===== src/rtl/core/bbc_pkg.sv =====
// Package for the clipped 3x3 box blur: payload types, register indexes,
// controller/datapath command and status structs, divide-by-count helpers.
// No dependencies.
`default_nettype none
package bbc_pkg;

  localparam int unsigned DEF_MAX_WIDTH  = 1024;
  localparam int unsigned DEF_MAX_HEIGHT = 1024;

  localparam int unsigned CFG_IDX_W  = 2;
  localparam int unsigned CFG_DATA_W = 11;
  localparam int unsigned SUM_W      = 12;
  localparam int unsigned RECIP_W    = 17;
  localparam int unsigned RECIP_SH   = 16;

  localparam logic [CFG_IDX_W-1:0] REG_WIDTH  = 2'd0;
  localparam logic [CFG_IDX_W-1:0] REG_HEIGHT = 2'd1;

  localparam logic [1:0] SLOT_UP_LEFT  = 2'd0;
  localparam logic [1:0] SLOT_UP_HERE  = 2'd1;
  localparam logic [1:0] SLOT_CUR_LEFT = 2'd2;
  localparam logic [1:0] SLOT_CUR_HERE = 2'd3;

  typedef struct packed {
    logic [7:0] in_red;
    logic [7:0] in_green;
    logic [7:0] in_blue;
  } pix_in_t;

  typedef struct packed {
    logic [9:0] out_row;
    logic [9:0] out_col;
    logic [7:0] out_red;
    logic [7:0] out_green;
    logic [7:0] out_blue;
    logic       run_last;
    logic       frame_done;
  } res_t;

  typedef struct packed {
    logic [7:0] r;
    logic [7:0] g;
    logic [7:0] b;
  } px_t;

  typedef struct packed {
    logic       load;
    logic       shift;
    logic       sum;
    logic       div;
    logic       advance;
    logic [1:0] slot;
    logic       run_last;
    logic       frame_done;
  } cmd_t;

  typedef struct packed {
    logic [3:0] emit;
    logic       out_busy;
  } stat_t;

  function automatic logic [3:0] cell_count(input logic [1:0] r0, input logic [1:0] c0);
    logic [1:0] nr;
    logic [1:0] nc;
    nr = 2'd3 - r0;
    nc = 2'd3 - c0;
    return 4'(nr) * 4'(nc);
  endfunction

  function automatic logic [RECIP_W-1:0] recip(input logic [3:0] cnt);
    logic [RECIP_W-1:0] v;
    unique case (cnt)
      4'd1:    v = 17'd65536;
      4'd2:    v = 17'd32768;
      4'd3:    v = 17'd21846;
      4'd4:    v = 17'd16384;
      4'd6:    v = 17'd10923;
      4'd9:    v = 17'd7282;
      default: v = 17'd65536;
    endcase
    return v;
  endfunction

endpackage
`default_nettype wire


===== src/rtl/core/bbc_ctrl.sv =====
// Controller for the box blur: sequences line read, window shift and up to
// four results per pixel. Depends on bbc_pkg.
`default_nettype none
module bbc_ctrl (
  input  wire logic           clk,
  input  wire logic           rst,
  input  wire logic           in_valid,
  output logic                in_ready,
  input  wire bbc_pkg::stat_t stat,
  output bbc_pkg::cmd_t       cmd
);
  import bbc_pkg::*;

  typedef enum logic [1:0] {S_IDLE, S_READ, S_NEXT, S_DIV} state_t;

  state_t     state;
  logic [3:0] pend;
  logic [1:0] slot;
  logic [1:0] first;

  always_comb begin
    priority if (pend[0]) first = SLOT_UP_LEFT;
    else if (pend[1]) first = SLOT_UP_HERE;
    else if (pend[2]) first = SLOT_CUR_LEFT;
    else first = SLOT_CUR_HERE;
  end

  assign in_ready = (state == S_IDLE);

  always_comb begin
    cmd = '0;
    cmd.slot = slot;
    unique case (state)
      S_IDLE: cmd.load = in_valid;
      S_READ: cmd.shift = 1'b1;
      S_NEXT: begin
        cmd.sum     = (pend != 4'd0);
        cmd.advance = (pend == 4'd0);
        cmd.slot    = first;
      end
      S_DIV: begin
        cmd.div        = !stat.out_busy;
        cmd.run_last   = (pend == 4'd0);
        cmd.frame_done = (slot == SLOT_CUR_HERE);
      end
      default: cmd = '0;
    endcase
  end

  always_ff @(posedge clk) begin
    if (rst) begin
      state <= S_IDLE;
      pend  <= '0;
      slot  <= SLOT_UP_LEFT;
    end else begin
      unique case (state)
        S_IDLE: if (in_valid) begin
          state <= S_READ;
        end
        S_READ: begin
          pend  <= stat.emit;
          state <= S_NEXT;
        end
        S_NEXT: begin
          if (pend == 4'd0) begin
            state <= S_IDLE;
          end else begin
            slot        <= first;
            pend[first] <= 1'b0;
            state       <= S_DIV;
          end
        end
        S_DIV: if (!stat.out_busy) begin
          state <= S_NEXT;
        end
        default: state <= S_IDLE;
      endcase
    end
  end

endmodule
`default_nettype wire


===== config.mk =====
export PLATFORM = sky130hd
export DESIGN_NAME = bbc_ctrl
export DESIGN_NICKNAME = d
export VERILOG_FILES = /design/src/rtl/core/bbc_pkg.sv /design/src/rtl/core/bbc_ctrl.sv
export SDC_FILE = /design/constraint.sdc
export NUM_CORES = 1
export LEC_CHECK = 0
export BUFFER_PORTS_ARGS = -buffer_cell sky130_fd_sc_hd__clkbuf_2
export CAP_MARGIN = 20
export CORE_AREA = 2 2 39 41
export DETAILED_ROUTE_END_ITERATION = 10
export DIE_AREA = 0 0 41 43
export PLACE_DENSITY = 0.57
export SYNTH_ARGS = -nofsm -noshare
export SYNTH_HDL_FRONTEND = slang
export SYNTH_SLANG_ARGS = --single-unit

===== constraint.sdc =====
create_clock -name clk -period 1.72 [get_ports clk]
set_input_delay 0.344 -clock clk [delete_from_list [all_inputs] [get_ports clk]]
set_output_delay 0.344 -clock clk [all_outputs]
set_load 0.01 [all_outputs]

## Word-level counts from Yosys, hierarchy flattened

Index checks and enable logic that the tools add are counted.

| word-level totals | value |
|---|---|
| flip-flop bits (word level) | 8 |
| output and inout bits | 10 |

| cells by class | value |
|---|---|
| $lt $le $gt $ge | 2 |
| equality and inequality tests | 7 |
| mux-type cells | 17 |
| bitwise gates (word level) | 3 |
| reductions and logical operators | 9 |

Operators with widths:

| operator | number |
|---|---|
| $mux W2 | 6 |
| $pmux W2 S4 | 1 |
| $pmux W4 S2 | 1 |
| $eq A2 B2 Y1 const B | 3 |
| $mux W1 | 6 |
| $ne A2 B2 Y1 const B | 3 |
| $reduce_and A2 Y1 | 3 |
| $and A4 B4 Y4 | 1 |
| $logic_not A4 Y1 | 1 |
| $mux W4 | 1 |
| $not A4 Y4 | 1 |
| $reduce_bool A4 Y1 | 1 |
| $lt A2 B3 Y1 const B | 1 |
| $mux W3 | 1 |
| $demux W1 S2 | 1 |
| $eq A2 B1 Y1 const B | 1 |
| $ge A2 B1 Y1 const B | 1 |
| $logic_not A2 Y1 | 1 |
| $reduce_bool A2 Y1 | 1 |
| $logic_and A1 B1 Y1 | 1 |
| $logic_not A1 Y1 | 1 |
| $not A1 Y1 | 1 |

## Logic depth before layout (Yosys ltp)

| depth | value |
|---|---|
| depth in word-level cells | 11 |
| depth in mapped cells | 4 |

## Worst setup path before layout

OpenSTA, ideal clock, no wires.

| timing | value |
|---|---|
| path type | register -> output |
| start | register pend[0] |
| end | output cmd[4] in the netlist's numbering |
| data arrival time | 1.271 ns |
| data required time | 1.376 ns |
| path slack | 0.105 ns |
| stages on the path, launching flop included | 3 |
| path through | dfxtp_1 > or4b_2 > nor3_1 |

RTL lines:

| what | RTL line | text |
|---|---|---|
| from (decl) | bbc_ctrl.sv:17 | `logic [3:0] pend;` |
| from (signal assigned) | bbc_ctrl.sv:61 | `pend <= stat.emit;` |
| to (decl) | bbc_ctrl.sv:10 | `output bbc_pkg::cmd_t cmd` |

==> flow_summary.ini <==
[critical_path]
cpPeakStageDelay_ns = 0.57
worstReg2RegStart = pend[2]
worst_ep_required_time_ns = 1.38
ff2ff_setup_slack_ns = 0.37
path_class = reg2out
worst-r2r-cell-count = 3
arrival_ns = 1.38
cpMaxStageDelayCell = or4_4
reg2reg_to = pend[2]
critPathLaunchType = register
cp_max_fo = 4
worstPathCellList = or4_4 > nor2_1 > buf_2
endpoint_kind = output pin

[min_path]
min_path_type = in2reg
hp-start = stat[4]
min_delay_path_depth = 3
hold_path_end = pend[3]

[timing]
setup_violations = 1
worst_slack_ns = -0.00570
hold_violations = 0
rsz0062_at_grt = yes
clock_skew_ns = 0.00374
slew_headroom_pct = 71.5
finalCritPeriodShare_pct = 100
min_period_ns = 1.73
worst_slew_pin_slew_ns = 0.416
max_clock_freq_ghz = 0.579
drv_slew = 0

[layout]
final_common_cell = clkbuf_2
n_antenna_cell = 0
synthToLayoutAreaGrowth_pct = 45.0
layout_common_cells = clkbuf_2, nor2_1, buf_4, a21oi_1
fillers = 144
final_cells = 97
nNetsFinal = 91
drive_above_1_share_pct = 48.1

[pwr]
power_switching_uw = 146
power_frac_comb_pct = 27.8
power_frac_seq_pct = 42.2
p_leak_uw = 0.000298
swShare_pct = 29.7
clkPwrFrac_pct = 30.0
power_uw = 491
internal_power_uw = 345
p_per_area_nw_per_um2 = 766
max-vdd-ir-drop_mv = 0.528

[logic_synthesis]
netlist_instances = 57
yosys_warnings = 0
netlist_area_sq_um = 442
yosysUniqueCellTypes = 22
yosysSeqAreaShare_pct = 36.3
syn-num-nets = 65
synth_seq_cells = 8
synth.avg_cell_area_sq_um = 7.75

[floorplan]
start_util_pct = 31.9
die_area_sq_um = 1760
die_w_um = 41
core_area_sq_um = 1380
fp-row-count = 14
die_y_um = 43
io_pins = 18

[clocking]
numCtsBuffers = 3
clock_latency_ns = 0.26
cts_root_buf = clkbuf_4
clockBufferDepth = 2
cts_tree = done
clkTransAtPathRegs_ns = 0.06
clock-sinks = 8
h-tree-depth = 1

[drt]
detail_route.wl_per_cell_um = 11.6
vias = 484
vias_per_cell = 4.99
first_iter_violations = 6
routed_wl_um = 1130
ant_nets = 0
drc = 0
drtPass1Iterations = 4

[outcome]
violations = negative setup slack
outcome = complete, but fails checks

[place]
port_buffers = 17
hpwl_um = 806
globalplace.congestion = 0.786
place_inst = 92
pre_cts_ws_ns = 0.0718

[grt]
antenna_found_initial = 0
grt_pass1_vias = 411
grt_usage_pct = 15.2
overflow = 0
grt_max_degree = 13
grt_pass1_wl_um = 1750

[flow_run]
cap_violations = 0
-- cells by family (layout without fill, tap and decap cells) --
group | count (synthesis) | in the layout | share of synthesized area, %
AOI/OAI and AO/OA | 12 | 12 | 17.6
buffers and inverters | 6 | 30 | 5.95
muxes | 3 | 3 | 7.08
and+or+nand+nor | 28 | 28 | 33.1
DFF | 8 | 8 | 36.3
-- cell usage after synthesis, drive strengths merged --
| library cell | count | area, sq um |
|---|---|---|
| dfxtp | 8 | 160 |
| nor2 | 8 | 30.0 |
| a21oi | 6 | 30.0 |
| nand2 | 6 | 22.5 |
| buf | 4 | 18.8 |
| nor2b | 3 | 18.8 |
| nor3b | 3 | 22.5 |
| inv | 2 | 7.51 |
| mux2i | 2 | 20.0 |
| nand2b | 2 | 12.5 |
| nor3 | 2 | 10.0 |
| o21ai | 2 | 10.0 |
| a2111oi | 1 | 8.76 |
| a311oi | 1 | 15.0 |
| a31oi | 1 | 6.26 |
| and2b | 1 | 7.51 |
| mux2 | 1 | 11.3 |
| nand3 | 1 | 5.00 |
| o31ai | 1 | 7.51 |
| or4 | 1 | 7.51 |
| or4b | 1 | 10.0 |
-- worst max-delay path: cells and delay by family, from the launching register on --
family	cells	cell delay, ns
buffers and inverters	1	0.13
flip-flops	1	0.31
AND/OR/NAND/NOR	2	0.68
-- per-stage QoR --
step	area, sq um	hold WS, ns	util [%]	setup TNS (ns)
after floorplan	442	0.467	-	0
after global placement	573	0.496	41.4	0
after detailed placement	573	0.508	41.4	0
after CTS	628	0.369	45.4	-0.0308
after global routing	641	0.375	46.3	-0.169
final	641	0.372	46.3	-0.00570
-- state kept, by name (all words and copies together), names as in the netlist --
signal	count
state	2
slot	2
pend	4
-- layout make-up --
cell class,count,area [sq um],share of cell area [%]
clock buffers,3,22.5,3.52
inverters,2,7.51,1.17
multi-input cells,43,275,43.0
flip-flops and latches,8,164,25.6
well taps,16,20.0,3.13
repair buffers,25,151,23.6
-- worst max-delay path by stage --
stage / start / slack [ns] / cells after the start / to
final: pend[2] / -0.006 / 3 / cmd[1]
after global routing: pend[2] / -0.06 / 3 / cmd[1]
after CTS: pend[0] / -0.02 / 3 / cmd[1]
after detailed placement: pend[0] / 0.07 / 3 / cmd[4]
after global placement: state[0] / 0.09 / 3 / cmd[4]
after floorplan: pend[0] / 0.10 / 2 / cmd[4]
-- power by group through the flow --
stage | sequential (uW) | combinational (uW) | clock [uW]
2_1_floorplan | 209 | 76.0 | 0
3_3_place_gp | 209 | 123 | 0
3_5_place_dp | 209 | 124 | 0
4_1_cts | 206 | 134 | 153
5_1_grt | 208 | 150 | 170
6_report | 207 | 137 | 147
-- timing repair --
item,CTS,global route
hold buffers,0,0
gates resized for setup,6,8
buffers inserted,2,0
endpoints found under the setup margin,4,5
hold endpoints to repair,0,0
-- metal layers --
layer	vias to the layer above	global-route usage [%]	part of all wire, %
met1	215	18.7	47
met5	-	0	0
li1	249	-	-
met3	2	7.85	7.8
met4	0	8.00	2.0
met2	18	20.6	43
Power figures use the tool's default switching activity.
